--- config.mk ---
export PLATFORM = sky130hd
export DESIGN_NAME = orbit_camera_angle_and_position_top
export DESIGN_NICKNAME = d
export VERILOG_FILES = /design/src/rtl/core/ocap_pkg.sv /design/src/rtl/core/ocap_ctrl.sv /design/src/rtl/core/ocap_dp.sv /design/src/rtl/core/orbit_camera_angle_and_position_top.sv
export SDC_FILE = /design/constraint.sdc
export NUM_CORES = 2
export LEC_CHECK = 0
export ABC_AREA = 1
export BUFFER_PORTS_ARGS = -buffer_cell sky130_fd_sc_hd__buf_2
export CORE_UTILIZATION = 61
export DETAILED_ROUTE_END_ITERATION = 10
export MAX_ROUTING_LAYER = met4
export PLACE_DENSITY = 0.77
export REMOVE_ABC_BUFFERS = 1
export SYNTH_ARGS = -nofsm -noshare
export SYNTH_HDL_FRONTEND = slang
export SYNTH_SLANG_ARGS = --single-unit
--- constraint.sdc ---
create_clock -name i_clk -period 28.4 [get_ports i_clk]
set_input_delay 1.42 -clock i_clk [delete_from_list [all_inputs] [get_ports i_clk]]
set_output_delay 1.42 -clock i_clk [all_outputs]
set_load 0.02 [all_outputs]
--- src/rtl/core/ocap_pkg.sv ---
// Shared types, constants and the sine table for the orbit camera block.
`default_nettype none

package ocap_pkg;

    // Field widths fixed by the interface
    localparam int POSITION_WIDTH_DEF = 24;
    localparam int STEP_W             = 6;
    localparam int LEN_W              = 16;
    localparam int YAW_W              = 9;
    localparam int PITCH_W            = 8;
    localparam int KEY_W              = 4;
    localparam int WORK_W             = 10;
    localparam int CFG_ADDR_W         = 3;
    localparam int CFG_DATA_W         = 16;

    // Trigonometry in Q2.14
    localparam int SINE_TABLE_ENTRIES = 91;
    localparam int SINE_IDX_W         = $clog2(SINE_TABLE_ENTRIES);
    localparam int SINE_W             = 15;
    localparam int TRIG_W             = 16;
    localparam int CPR_W              = 32;
    localparam int PROD_W             = TRIG_W + CPR_W;

    // Angle constants in whole degrees
    localparam logic signed [WORK_W-1:0] DEG_HALF_TURN = 10'sd180;
    localparam logic signed [WORK_W-1:0] DEG_FULL_TURN = 10'sd360;
    localparam logic signed [YAW_W-1:0]  DEG_RIGHT     = 9'sd90;
    localparam logic [YAW_W-1:0]         DEG_MAX_ABS   = 9'd180;

    // Reset values of the registers and the angle state
    localparam logic [STEP_W-1:0]         RST_ANGLE_STEP = 6'd3;
    localparam logic [LEN_W-1:0]          RST_HEIGHT     = 16'd240;
    localparam logic [LEN_W-1:0]          RST_DISTANCE   = 16'd1600;
    localparam logic signed [PITCH_W-1:0] RST_PITCH_MIN  = -8'sd5;
    localparam logic signed [PITCH_W-1:0] RST_PITCH_MAX  = 8'sd89;
    localparam logic signed [YAW_W-1:0]   RST_YAW        = 9'sd0;
    localparam logic signed [PITCH_W-1:0] RST_PITCH      = -8'sd3;

    // Configuration register indexes
    typedef enum logic [CFG_ADDR_W-1:0] {
        CFG_ANGLE_STEP     = 3'd0,
        CFG_LOOK_HEIGHT    = 3'd1,
        CFG_ORBIT_DISTANCE = 3'd2,
        CFG_PITCH_MIN      = 3'd3,
        CFG_PITCH_MAX      = 3'd4
    } t_cfg_reg;

    // Operand selection of the shared multiplier
    typedef enum logic [1:0] {
        MUL_SP_R   = 2'd0,
        MUL_CP_R   = 2'd1,
        MUL_SY_CPR = 2'd2,
        MUL_CY_CPR = 2'd3
    } t_mul_sel;

    // Commands from the sequencer to the datapath
    typedef struct packed {
        logic     load_in;
        logic     upd_angle;
        logic     trig_pitch;
        logic     trig_yaw;
        logic     mul_en;
        t_mul_sel mul_sel;
        logic     add_y;
        logic     add_x;
        logic     add_z;
        logic     out_load;
    } t_dp_cmd;

    // round(16384 * sin(d)) for d = 0..90 degrees
    localparam logic [SINE_W-1:0] SINE_Q14 [SINE_TABLE_ENTRIES] = '{
        0, 286, 572, 857, 1143, 1428, 1713, 1997, 2280, 2563,
        2845, 3126, 3406, 3686, 3964, 4240, 4516, 4790, 5063, 5334,
        5604, 5872, 6138, 6402, 6664, 6924, 7182, 7438, 7692, 7943,
        8192, 8438, 8682, 8923, 9162, 9397, 9630, 9860, 10087, 10311,
        10531, 10749, 10963, 11174, 11381, 11585, 11786, 11983, 12176, 12365,
        12551, 12733, 12911, 13085, 13255, 13421, 13583, 13741, 13894, 14044,
        14189, 14330, 14466, 14598, 14726, 14849, 14968, 15082, 15191, 15296,
        15396, 15491, 15582, 15668, 15749, 15826, 15897, 15964, 16026, 16083,
        16135, 16182, 16225, 16262, 16294, 16322, 16344, 16362, 16374, 16382,
        16384
    };

    // Table read; indexes past the last entry cannot occur and read as zero.
    function automatic logic [SINE_W-1:0] f_sine(input logic [SINE_IDX_W-1:0] idx);
        logic [SINE_W-1:0] val;
        val = '0;
        if (idx < SINE_IDX_W'(SINE_TABLE_ENTRIES)) begin
            val = SINE_Q14[idx];
        end
        return val;
    endfunction

endpackage

`default_nettype wire

--- src/rtl/core/ocap_ctrl.sv ---
// Sequencer that steps the orbit camera datapath through one word.
`default_nettype none

module ocap_ctrl
    import ocap_pkg::*;
(
    input  wire logic i_clk,
    input  wire logic i_rst_n,
    input  wire logic i_in_valid,
    output logic      o_in_ready,
    input  wire logic i_out_ready,
    output logic      o_out_valid,
    output t_dp_cmd   o_cmd
);

    typedef enum logic [9:0] {
        ST_IDLE    = 10'b00_0000_0001,
        ST_ANGLE   = 10'b00_0000_0010,
        ST_TRIG_P  = 10'b00_0000_0100,
        ST_TRIG_Y  = 10'b00_0000_1000,
        ST_MUL_DY  = 10'b00_0001_0000,
        ST_MUL_CPR = 10'b00_0010_0000,
        ST_MUL_DX  = 10'b00_0100_0000,
        ST_MUL_DZ  = 10'b00_1000_0000,
        ST_ADD_DZ  = 10'b01_0000_0000,
        ST_OUT     = 10'b10_0000_0000
    } t_state;

    t_state r_state, n_state;
    logic   r_out_valid, n_out_valid;
    logic   w_out_free;

    // The output register may be refilled once it is empty or being taken.
    // No input word is taken while reset is held.
    assign w_out_free  = !r_out_valid || i_out_ready;
    assign o_in_ready  = (r_state == ST_IDLE) && i_rst_n;
    assign o_out_valid = r_out_valid;

    // Next state and datapath commands.
    always_comb begin
        n_state = r_state;
        o_cmd   = '0;
        o_cmd.mul_sel = MUL_SP_R;
        unique case (r_state)
            ST_IDLE: begin
                if (i_in_valid) begin
                    o_cmd.load_in = 1'b1;
                    n_state = ST_ANGLE;
                end
            end
            ST_ANGLE: begin
                o_cmd.upd_angle = 1'b1;
                n_state = ST_TRIG_P;
            end
            ST_TRIG_P: begin
                o_cmd.trig_pitch = 1'b1;
                n_state = ST_TRIG_Y;
            end
            ST_TRIG_Y: begin
                o_cmd.trig_yaw = 1'b1;
                n_state = ST_MUL_DY;
            end
            ST_MUL_DY: begin
                o_cmd.mul_en  = 1'b1;
                o_cmd.mul_sel = MUL_SP_R;
                n_state = ST_MUL_CPR;
            end
            ST_MUL_CPR: begin
                o_cmd.mul_en  = 1'b1;
                o_cmd.mul_sel = MUL_CP_R;
                o_cmd.add_y   = 1'b1;
                n_state = ST_MUL_DX;
            end
            ST_MUL_DX: begin
                o_cmd.mul_en  = 1'b1;
                o_cmd.mul_sel = MUL_SY_CPR;
                n_state = ST_MUL_DZ;
            end
            ST_MUL_DZ: begin
                o_cmd.mul_en  = 1'b1;
                o_cmd.mul_sel = MUL_CY_CPR;
                o_cmd.add_x   = 1'b1;
                n_state = ST_ADD_DZ;
            end
            ST_ADD_DZ: begin
                o_cmd.add_z = 1'b1;
                n_state = ST_OUT;
            end
            ST_OUT: begin
                if (w_out_free) begin
                    o_cmd.out_load = 1'b1;
                    n_state = ST_IDLE;
                end
            end
            default: begin
                n_state = ST_IDLE;
            end
        endcase
    end

    // Output word valid flag.
    always_comb begin
        n_out_valid = r_out_valid;
        if (o_cmd.out_load) begin
            n_out_valid = 1'b1;
        end else if (i_out_ready) begin
            n_out_valid = 1'b0;
        end
    end

    always_ff @(posedge i_clk) begin
        if (!i_rst_n) begin
            r_state     <= ST_IDLE;
            r_out_valid <= 1'b0;
        end else begin
            r_state     <= n_state;
            r_out_valid <= n_out_valid;
        end
    end

endmodule

`default_nettype wire

--- src/rtl/core/ocap_dp.sv ---
// Datapath of the orbit camera: registers, angle update, trig, multiplier, adder.
`default_nettype none

module ocap_dp
    import ocap_pkg::*;
#(
    parameter int  POSITION_WIDTH = POSITION_WIDTH_DEF,
    localparam int IN_FIELD_W     = KEY_W + 3 * POSITION_WIDTH,
    localparam int IN_W           = ((IN_FIELD_W + 7) / 8) * 8,
    localparam int OUT_FIELD_W    = 6 * POSITION_WIDTH + YAW_W + PITCH_W,
    localparam int OUT_W          = ((OUT_FIELD_W + 7) / 8) * 8
) (
    input  wire logic                  i_clk,
    input  wire logic                  i_rst_n,
    input  wire logic                  i_cfg_we,
    input  wire logic [CFG_ADDR_W-1:0] i_cfg_addr,
    input  wire logic [CFG_DATA_W-1:0] i_cfg_data,
    input  wire t_dp_cmd               i_cmd,
    input  wire logic [IN_W-1:0]       i_in_data,
    output logic [OUT_W-1:0]           o_out_data
);

    localparam int PW    = POSITION_WIDTH;
    localparam int SUM_W = PROD_W + 1;

    localparam logic signed [PROD_W-1:0] HALF_14 = PROD_W'(1) <<< 13;
    localparam logic signed [PROD_W-1:0] HALF_28 = PROD_W'(1) <<< 27;

    // Saturate a wide sum to the position width.
    function automatic logic signed [PW-1:0] f_sat(input logic signed [SUM_W-1:0] v);
        logic in_range;
        logic signed [PW-1:0] res;
        in_range = (&v[SUM_W-1:PW-1]) || !(|v[SUM_W-1:PW-1]);
        if (in_range) begin
            res = v[PW-1:0];
        end else if (v[SUM_W-1]) begin
            res = {1'b1, {(PW-1){1'b0}}};
        end else begin
            res = {1'b0, {(PW-1){1'b1}}};
        end
        return res;
    endfunction

    // Configuration and angle state
    logic [STEP_W-1:0]         r_step;
    logic [LEN_W-1:0]          r_height;
    logic [LEN_W-1:0]          r_dist;
    logic signed [PITCH_W-1:0] r_pmin, r_pmax;
    logic signed [YAW_W-1:0]   r_yaw;
    logic signed [PITCH_W-1:0] r_pitch;

    // Working registers of the item in progress
    logic [KEY_W-1:0]          r_keys;
    logic signed [PW-1:0]      r_px, r_py, r_pz, r_ty;
    logic signed [PW-1:0]      r_cam_x, r_cam_y, r_cam_z;
    logic signed [TRIG_W-1:0]  r_sp, r_cp, r_sy, r_cy;
    logic signed [CPR_W-1:0]   r_cpr;
    logic signed [PROD_W-1:0]  r_prod;
    logic [OUT_W-1:0]          r_out_data;

    // Angle update
    logic signed [WORK_W-1:0]  w_step;
    logic signed [WORK_W-1:0]  w_y0, w_yd, w_y1, w_yu, w_y2;
    logic signed [WORK_W-1:0]  w_p0, w_pd, w_p1, w_pu, w_p2;
    logic signed [WORK_W-1:0]  w_pmin, w_pmax;
    logic signed [SUM_W-1:0]   w_ty_sum;

    always_comb begin
        w_step = $signed({{(WORK_W-STEP_W){1'b0}}, r_step});
        w_pmin = {{(WORK_W-PITCH_W){r_pmin[PITCH_W-1]}}, r_pmin};
        w_pmax = {{(WORK_W-PITCH_W){r_pmax[PITCH_W-1]}}, r_pmax};

        // Yaw: down first, then up, each wrapping by a full turn.
        w_y0 = {{(WORK_W-YAW_W){r_yaw[YAW_W-1]}}, r_yaw};
        w_yd = w_y0 - w_step;
        w_y1 = w_y0;
        if (r_keys[0]) begin
            w_y1 = (w_yd <= -DEG_HALF_TURN) ? (w_yd + DEG_FULL_TURN) : w_yd;
        end
        w_yu = w_y1 + w_step;
        w_y2 = w_y1;
        if (r_keys[1]) begin
            w_y2 = (w_yu >= DEG_HALF_TURN) ? (w_yu - DEG_FULL_TURN) : w_yu;
        end

        // Pitch: down first, then up, each clamped to its limit.
        w_p0 = {{(WORK_W-PITCH_W){r_pitch[PITCH_W-1]}}, r_pitch};
        w_pd = w_p0 - w_step;
        w_p1 = w_p0;
        if (r_keys[2]) begin
            w_p1 = (w_pd <= w_pmin) ? w_pmin : w_pd;
        end
        w_pu = w_p1 + w_step;
        w_p2 = w_p1;
        if (r_keys[3]) begin
            w_p2 = (w_pu >= w_pmax) ? w_pmax : w_pu;
        end

        // Look-at height above the player.
        w_ty_sum = $signed({{(SUM_W-PW){r_py[PW-1]}}, r_py})
                 + $signed({{(SUM_W-LEN_W){1'b0}}, r_height});
    end

    // Sine and cosine of the selected angle
    logic signed [YAW_W-1:0]   w_pclamp, w_tang;
    logic [YAW_W-1:0]          w_abs_full, w_abs;
    logic [SINE_IDX_W-1:0]     w_sidx, w_cidx;
    logic                      w_cneg;
    logic [SINE_W-1:0]         w_sv, w_cv;
    logic signed [TRIG_W-1:0]  w_sin, w_cos;

    always_comb begin
        w_pclamp = {{(YAW_W-PITCH_W){r_pitch[PITCH_W-1]}}, r_pitch};
        if (w_pclamp > DEG_RIGHT) begin
            w_pclamp = DEG_RIGHT;
        end else if (w_pclamp < -DEG_RIGHT) begin
            w_pclamp = -DEG_RIGHT;
        end
        w_tang     = i_cmd.trig_yaw ? r_yaw : w_pclamp;
        w_abs_full = w_tang[YAW_W-1] ? YAW_W'(-w_tang) : YAW_W'(w_tang);
        w_abs      = (w_abs_full > DEG_MAX_ABS) ? DEG_MAX_ABS : w_abs_full;

        if (w_abs <= YAW_W'(DEG_RIGHT)) begin
            w_sidx = w_abs[SINE_IDX_W-1:0];
            w_cidx = SINE_IDX_W'(YAW_W'(DEG_RIGHT) - w_abs);
            w_cneg = 1'b0;
        end else begin
            w_sidx = SINE_IDX_W'(DEG_MAX_ABS - w_abs);
            w_cidx = SINE_IDX_W'(w_abs - YAW_W'(DEG_RIGHT));
            w_cneg = 1'b1;
        end
        w_sv  = f_sine(w_sidx);
        w_cv  = f_sine(w_cidx);
        w_sin = w_tang[YAW_W-1] ? -$signed({1'b0, w_sv}) : $signed({1'b0, w_sv});
        w_cos = w_cneg ? -$signed({1'b0, w_cv}) : $signed({1'b0, w_cv});
    end

    // Shared multiplier
    logic signed [TRIG_W-1:0] w_mul_a;
    logic signed [CPR_W-1:0]  w_mul_b;
    logic signed [PROD_W-1:0] w_prod;

    always_comb begin
        case (i_cmd.mul_sel)
            MUL_SP_R:   w_mul_a = r_sp;
            MUL_CP_R:   w_mul_a = r_cp;
            MUL_SY_CPR: w_mul_a = r_sy;
            MUL_CY_CPR: w_mul_a = r_cy;
            default:    w_mul_a = r_sp;
        endcase
        if (i_cmd.mul_sel == MUL_SP_R || i_cmd.mul_sel == MUL_CP_R) begin
            w_mul_b = $signed({{(CPR_W-LEN_W){1'b0}}, r_dist});
        end else begin
            w_mul_b = r_cpr;
        end
        w_prod = w_mul_a * w_mul_b;
    end

    // Rounding to nearest, ties away from zero, and the shared offset adder
    logic signed [PROD_W-1:0] w_neg_adj, w_rnd14, w_rnd28, w_off;
    logic signed [PW-1:0]     w_base;
    logic signed [SUM_W-1:0]  w_sum;
    logic signed [PW-1:0]     w_sum_sat;

    always_comb begin
        w_neg_adj = $signed({{(PROD_W-1){1'b0}}, r_prod[PROD_W-1]});
        w_rnd14   = (r_prod + HALF_14 - w_neg_adj) >>> 14;
        w_rnd28   = (r_prod + HALF_28 - w_neg_adj) >>> 28;
        if (i_cmd.add_y) begin
            w_base = r_ty;
            w_off  = w_rnd14;
        end else if (i_cmd.add_x) begin
            w_base = r_px;
            w_off  = w_rnd28;
        end else begin
            w_base = r_pz;
            w_off  = -w_rnd28;
        end
        w_sum = $signed({{(SUM_W-PW){w_base[PW-1]}}, w_base})
              + $signed({w_off[PROD_W-1], w_off});
        w_sum_sat = f_sat(w_sum);
    end

    // Configuration registers and the stored angles
    always_ff @(posedge i_clk) begin
        if (!i_rst_n) begin
            r_step   <= RST_ANGLE_STEP;
            r_height <= RST_HEIGHT;
            r_dist   <= RST_DISTANCE;
            r_pmin   <= RST_PITCH_MIN;
            r_pmax   <= RST_PITCH_MAX;
            r_yaw    <= RST_YAW;
            r_pitch  <= RST_PITCH;
        end else begin
            if (i_cfg_we) begin
                unique case (i_cfg_addr)
                    CFG_ANGLE_STEP:     r_step   <= i_cfg_data[STEP_W-1:0];
                    CFG_LOOK_HEIGHT:    r_height <= i_cfg_data[LEN_W-1:0];
                    CFG_ORBIT_DISTANCE: r_dist   <= i_cfg_data[LEN_W-1:0];
                    CFG_PITCH_MIN:      r_pmin   <= i_cfg_data[PITCH_W-1:0];
                    CFG_PITCH_MAX:      r_pmax   <= i_cfg_data[PITCH_W-1:0];
                    default: ;
                endcase
            end
            if (i_cmd.upd_angle) begin
                r_yaw   <= w_y2[YAW_W-1:0];
                r_pitch <= w_p2[PITCH_W-1:0];
            end
        end
    end

    // Working registers of the current word
    always_ff @(posedge i_clk) begin
        if (i_cmd.load_in) begin
            r_keys <= i_in_data[KEY_W-1:0];
            r_px   <= i_in_data[KEY_W +: PW];
            r_py   <= i_in_data[KEY_W + PW +: PW];
            r_pz   <= i_in_data[KEY_W + 2 * PW +: PW];
        end
        if (i_cmd.upd_angle) begin
            r_ty <= f_sat(w_ty_sum);
        end
        if (i_cmd.trig_pitch) begin
            r_sp <= w_sin;
            r_cp <= w_cos;
        end
        if (i_cmd.trig_yaw) begin
            r_sy <= w_sin;
            r_cy <= w_cos;
        end
        if (i_cmd.mul_en) begin
            if (i_cmd.mul_sel == MUL_CP_R) begin
                r_cpr <= w_prod[CPR_W-1:0];
            end else begin
                r_prod <= w_prod;
            end
        end
        if (i_cmd.add_y) begin
            r_cam_y <= w_sum_sat;
        end
        if (i_cmd.add_x) begin
            r_cam_x <= w_sum_sat;
        end
        if (i_cmd.add_z) begin
            r_cam_z <= w_sum_sat;
        end
        if (i_cmd.out_load) begin
            r_out_data <= OUT_W'({r_pitch, r_yaw, r_pz, r_ty, r_px,
                                  r_cam_z, r_cam_y, r_cam_x});
        end
    end

    assign o_out_data = r_out_data;

endmodule

`default_nettype wire

--- src/rtl/core/orbit_camera_angle_and_position_top.sv ---
// Top level of the third-person orbit camera block.
//
// One input word per frame carries four key flags and the player position.
// The block steps its stored yaw and pitch by the held keys, then returns the
// look-at point (player raised by the look height) and the camera position
// placed at the orbit distance by pitch and yaw, with both angles.
// Input and output are stream channels; a word moves when tvalid and tready
// are both high. Registers are written through i_cfg_we, i_cfg_addr and
// i_cfg_data; the user must write them only while the block is idle, which
// the block itself does not enforce. The sequencer runs one word at a time
// through the angle update, two table look-ups and four passes of one shared
// 16 x 32 multiplier, and takes no new input word until it is back in idle.
// A finished word sits in the output register; the next input word is taken
// while it waits, and the sequencer holds its last step until that register
// is free. Synchronous reset restores the register defaults, zeroes the yaw,
// sets the pitch to minus three degrees, empties the output and holds the
// input not ready.
`default_nettype none

module orbit_camera_angle_and_position_top
    import ocap_pkg::*;
#(
    parameter int  POSITION_WIDTH = POSITION_WIDTH_DEF,
    localparam int IN_FIELD_W     = KEY_W + 3 * POSITION_WIDTH,
    localparam int IN_W           = ((IN_FIELD_W + 7) / 8) * 8,
    localparam int OUT_FIELD_W    = 6 * POSITION_WIDTH + YAW_W + PITCH_W,
    localparam int OUT_W          = ((OUT_FIELD_W + 7) / 8) * 8
) (
    input  wire logic                  i_clk,
    input  wire logic                  i_rst_n,
    // Configuration write port
    input  wire logic                  i_cfg_we,
    input  wire logic [CFG_ADDR_W-1:0] i_cfg_addr,
    input  wire logic [CFG_DATA_W-1:0] i_cfg_data,
    // Input stream
    input  wire logic                  s_axis_tvalid,
    output logic                       s_axis_tready,
    // From bit 0: key_yaw_down, key_yaw_up, key_pitch_down, key_pitch_up,
    // player_x, player_y, player_z, zero padding.
    input  wire logic [IN_W-1:0]       s_axis_tdata,
    // Output stream
    output logic                       m_axis_tvalid,
    input  wire logic                  m_axis_tready,
    // From bit 0: camera_x, camera_y, camera_z, target_x, target_y, target_z,
    // yaw_now, pitch_now, zero padding.
    output logic [OUT_W-1:0]           m_axis_tdata
);

    t_dp_cmd w_cmd;

    // Sequencer
    ocap_ctrl u_ctrl (
        .i_clk       (i_clk),
        .i_rst_n     (i_rst_n),
        .i_in_valid  (s_axis_tvalid),
        .o_in_ready  (s_axis_tready),
        .i_out_ready (m_axis_tready),
        .o_out_valid (m_axis_tvalid),
        .o_cmd       (w_cmd)
    );

    // Datapath
    ocap_dp #(
        .POSITION_WIDTH (POSITION_WIDTH)
    ) u_dp (
        .i_clk      (i_clk),
        .i_rst_n    (i_rst_n),
        .i_cfg_we   (i_cfg_we),
        .i_cfg_addr (i_cfg_addr),
        .i_cfg_data (i_cfg_data),
        .i_cmd      (w_cmd),
        .i_in_data  (s_axis_tdata),
        .o_out_data (m_axis_tdata)
    );

endmodule

`default_nettype wire

==> out/qor.yml <==
drt:
  ant_nets: 0
  first_pass_iters: 6
  route.detailed.drc: 0
  drt_wl_total_um: 143000
  viasPerCell: 5.71
  num_vias: 42800
  wire_per_inst_um: 19.1
  first_iter_violations: 3361
synth:
  synthCells: 6164
  yosys_warnings: 0
  ys_seq_area_share_pct: 31.2
  synth_edf_count: 477
  synth-seq-cells: 559
  syn_area_per_cell_um2: 8.30
  synth_cell_type_count: 63
  synth_ff_type: "edfxtp_1"
  synthesis.area_um2: 51200
  ys_async_sr_fraction_pct: 0
die:
  initial_core_util_pct: 62.0
  chipWidth_um: 292
  die_h_um: 292
  rows: 105
  core_area_um2: 82500
  die_area_um2: 85000
  ios: 274
sta:
  max_freq_ghz: 0.0864
  hold_viol_final: 0
  finalCriticalPeriod_ps: 11570
  slew_viol_final: 0
  grt_setup_unrepaired: "no"
  setup-violations-final: 0
  fin_skew_ps: 58.0
  finalSetupTns_ps: 0
  tightest_slew_ps: 1080
  timing.final.crit_share_pct: 40.7
  slew_headroom_pct: 27.4
  holdWs_ps: 411
  setup_slack_ps: 16830
pwr:
  p_switching_mw: 1.33
  comb_power_share_pct: 44.9
  p_seq_share_pct: 31.5
  clkPwrFrac_pct: 23.6
  p_leak_nw: 26.4
  swShare_pct: 42.0
  peakVddDrop_mv: 0.0766
  p_per_area_nw_per_um2: 57.3
  power.internal_mw: 1.84
layout:
  drive_above_1_share_pct: 7.90
  fin_nets: 7271
  final_util_pct: 67.1
  stdcell_area_um2: 55400
  syn2layout_area_growth_pct: 8.27
global_routing:
  gr-usage-all-layers_pct: 35.0
  grt_pass1_wl_um: 227000
  antenna_found_initial: 2
  grt_max_degree: 73
  gr-total-overflow: 0
  grt_pass1_vias: 42300
hold_path:
  hold_start: "u_dp.r_cam_z[21]"
  whs_path_depth: 0
  hold_path_class: "reg -> reg"
  holdPathEnd: "u_dp.o_out_data[69]"
clock_network:
  htreeDepth: 2
  clk_latency_ps: 660
  root_buffer: "clkbuf_16"
  clock_path_buffers: 3
  post_cts_buffers: 0
  cts_sinks: 559
  cts.repair.resized: 0
  cts_buffers: 55
  cts_tree: "yes"
  path_clk_slew_ps: 60
  cts_hold_buf: 0
place:
  place_hpwl_um: 113000
  place_ws_ps: 17210
  globalplace.congestion: 0.987
  placed_area_um2: 53500
  io_buffers: 262
job:
  maxCapViolations: 0
worst_setup_path:
  critical_path_class: "reg -> reg"
  crit_slowest_cell: "o21ai_1"
  worstReg2RegStart: "u_ctrl.r_state[0]"
  worstPathRequired_ps: 28810
  cpMostUsedCell: "nand2_1"
  max_stage_delay_ps: 870
  r2r_slack_ps: 16830
  reg2reg_depth: 44
  cp.arrival_ps: 11980
  path_max_fanout: 48
  endpoint_kind: "register"
  r2r-end: "u_dp.r_prod[47]"
  cp-start-kind: "register"
outcome:
  status: "finished, final reports clean"
## critical path: cells and delay by family (launching register included)
kind                     cells  cell delay [ps]
AO/OA/AOI/OAI               10             2820
XOR/XNOR                     1              320
adder cells (fa/ha/maj)      7             2940
buffers and inverters       10             2220
flip-flops                   1              360
AND/OR/NAND/NOR             16             2600
## per-stage QoR
step	cells	power [mW]
finish	7492	3.17
global route	7490	3.37
global placement	7388	2.38
floorplan	6002	2.02
CTS	7488	3.15
detailed placement	7388	2.40
## flip-flops by register name (all words and copies together) (netlist names), 24 cells and up
name and cells:
u_dp.r_cam_y 24, u_dp.r_px 24, u_dp.r_prod 48, u_dp.r_cpr 32, u_dp.r_ty 24, u_dp.r_cam_x 24
u_dp.o_out_data 161, u_dp.r_cam_z 24, u_dp.r_pz 24, u_dp.r_py 24
## area by class of cell
| type | count | area [um^2] |
|---|---|---|
| Clock buffer | 68 | 1540 |
| Fill cell | 6762 | 27100 |
| Inverter | 1148 | 4320 |
| Tap cell | 1070 | 1340 |
| Antenna cell | 4 | 10.0 |
| Sequential cell | 559 | 16000 |
| Multi-Input combinational cell | 4295 | 30100 |
| Timing Repair Buffer | 316 | 1720 |
| Clock inverter | 32 | 353 |
## power by group through the flow
stage          sequential, mW  combinational [mW]  clock (mW)
3_3_place_gp             1.02                1.37           0
5_1_grt                  1.00                1.58       0.788
4_1_cts                 0.999                1.39       0.757
2_1_floorplan            1.02               0.996           0
6_report                 1.00                1.42       0.750
3_5_place_dp             1.02                1.38           0
## per-layer routing
layer / wire, um / GRT usage, % / part of all wire (%) / vias to the layer above
met4: 6710 / 14.5 / 4.7 / 0
li1: - / - / - / 20000
met5: 0 / - / 0 / -
met1: 55400 / 42.4 / 39 / 20300
met2: 69600 / 58.6 / 49 / 2012
met3: 11700 / 5.27 / 8.2 / 406
## Yosys cell counts, drive strengths merged, types with 2 or more instances
library cell | instances | area, um^2
o211ai | 26 | 200
a211oi | 4 | 30.0
ha | 300 | 3750
dfxtp | 82 | 1640
inv | 1127 | 4230
nand3b | 5 | 37.5
a221oi | 8 | 70.1
nor4 | 17 | 106
a21boi | 12 | 90.1
clkinv | 21 | 83.8
o21ai | 309 | 1570
nand4 | 40 | 265
clkbuf | 108 | 405
xor2 | 137 | 1200
or2 | 12 | 75.1
a31oi | 43 | 269
edfxtp | 477 | 14300
nor3 | 53 | 265
buf | 60 | 413
and3 | 2 | 12.5
o311ai | 2 | 17.5
fa | 492 | 9850
a21oi | 375 | 1880
o21a | 13 | 97.6
o21bai | 14 | 116
xnor2 | 58 | 508
nand2 | 1389 | 5300
nor2 | 585 | 2230
a21o | 11 | 82.6
nand3 | 354 | 1810
o221ai | 4 | 35.0
o31ai | 12 | 90.1
## logic make-up after synthesis
logic type,share of synthesized area [%]
buf+inv,10.0
simple gates,19.8
fa+ha+maj,26.6
flops,31.2
xor+xnor,3.34
other cells,0.00733
compound gates,9.04
## cell usage in the layout, fill, tap and decap left out, types with 43 or more instances in the layout
master     netlist  final
nand2_1       1362   1361
edfxtp_1       477    477
ha_1           300    300
dfxtp_1         82     82
o21ai_0        265    262
xnor2_1         58     58
nand3_1        346    346
a31oi_1         43     43
xor2_1         137    137
clkbuf_16        0     58
inv_1         1109   1110
buf_2           21    262
fa_1           492    492
nor2_1         577    575
a21oi_1        373    373
buf_4           21     54
nor3_1          53     49
## how the worst max path moves through the flow
stage	startpoint	slack, ps	to
final	u_ctrl.r_state[0]	16830	u_dp.r_prod[47]
after global placement	u_ctrl.r_state[2]	17340	u_dp.r_prod[47]
after global routing	u_ctrl.r_state[2]	16120	u_dp.r_prod[47]
after detailed placement	u_ctrl.r_state[2]	17210	u_dp.r_prod[47]
after CTS	u_ctrl.r_state[2]	17140	u_dp.r_prod[47]
after floorplan	m_axis_tready	10820	u_dp.o_out_data[0]
(Power assumes the default switching activity.)
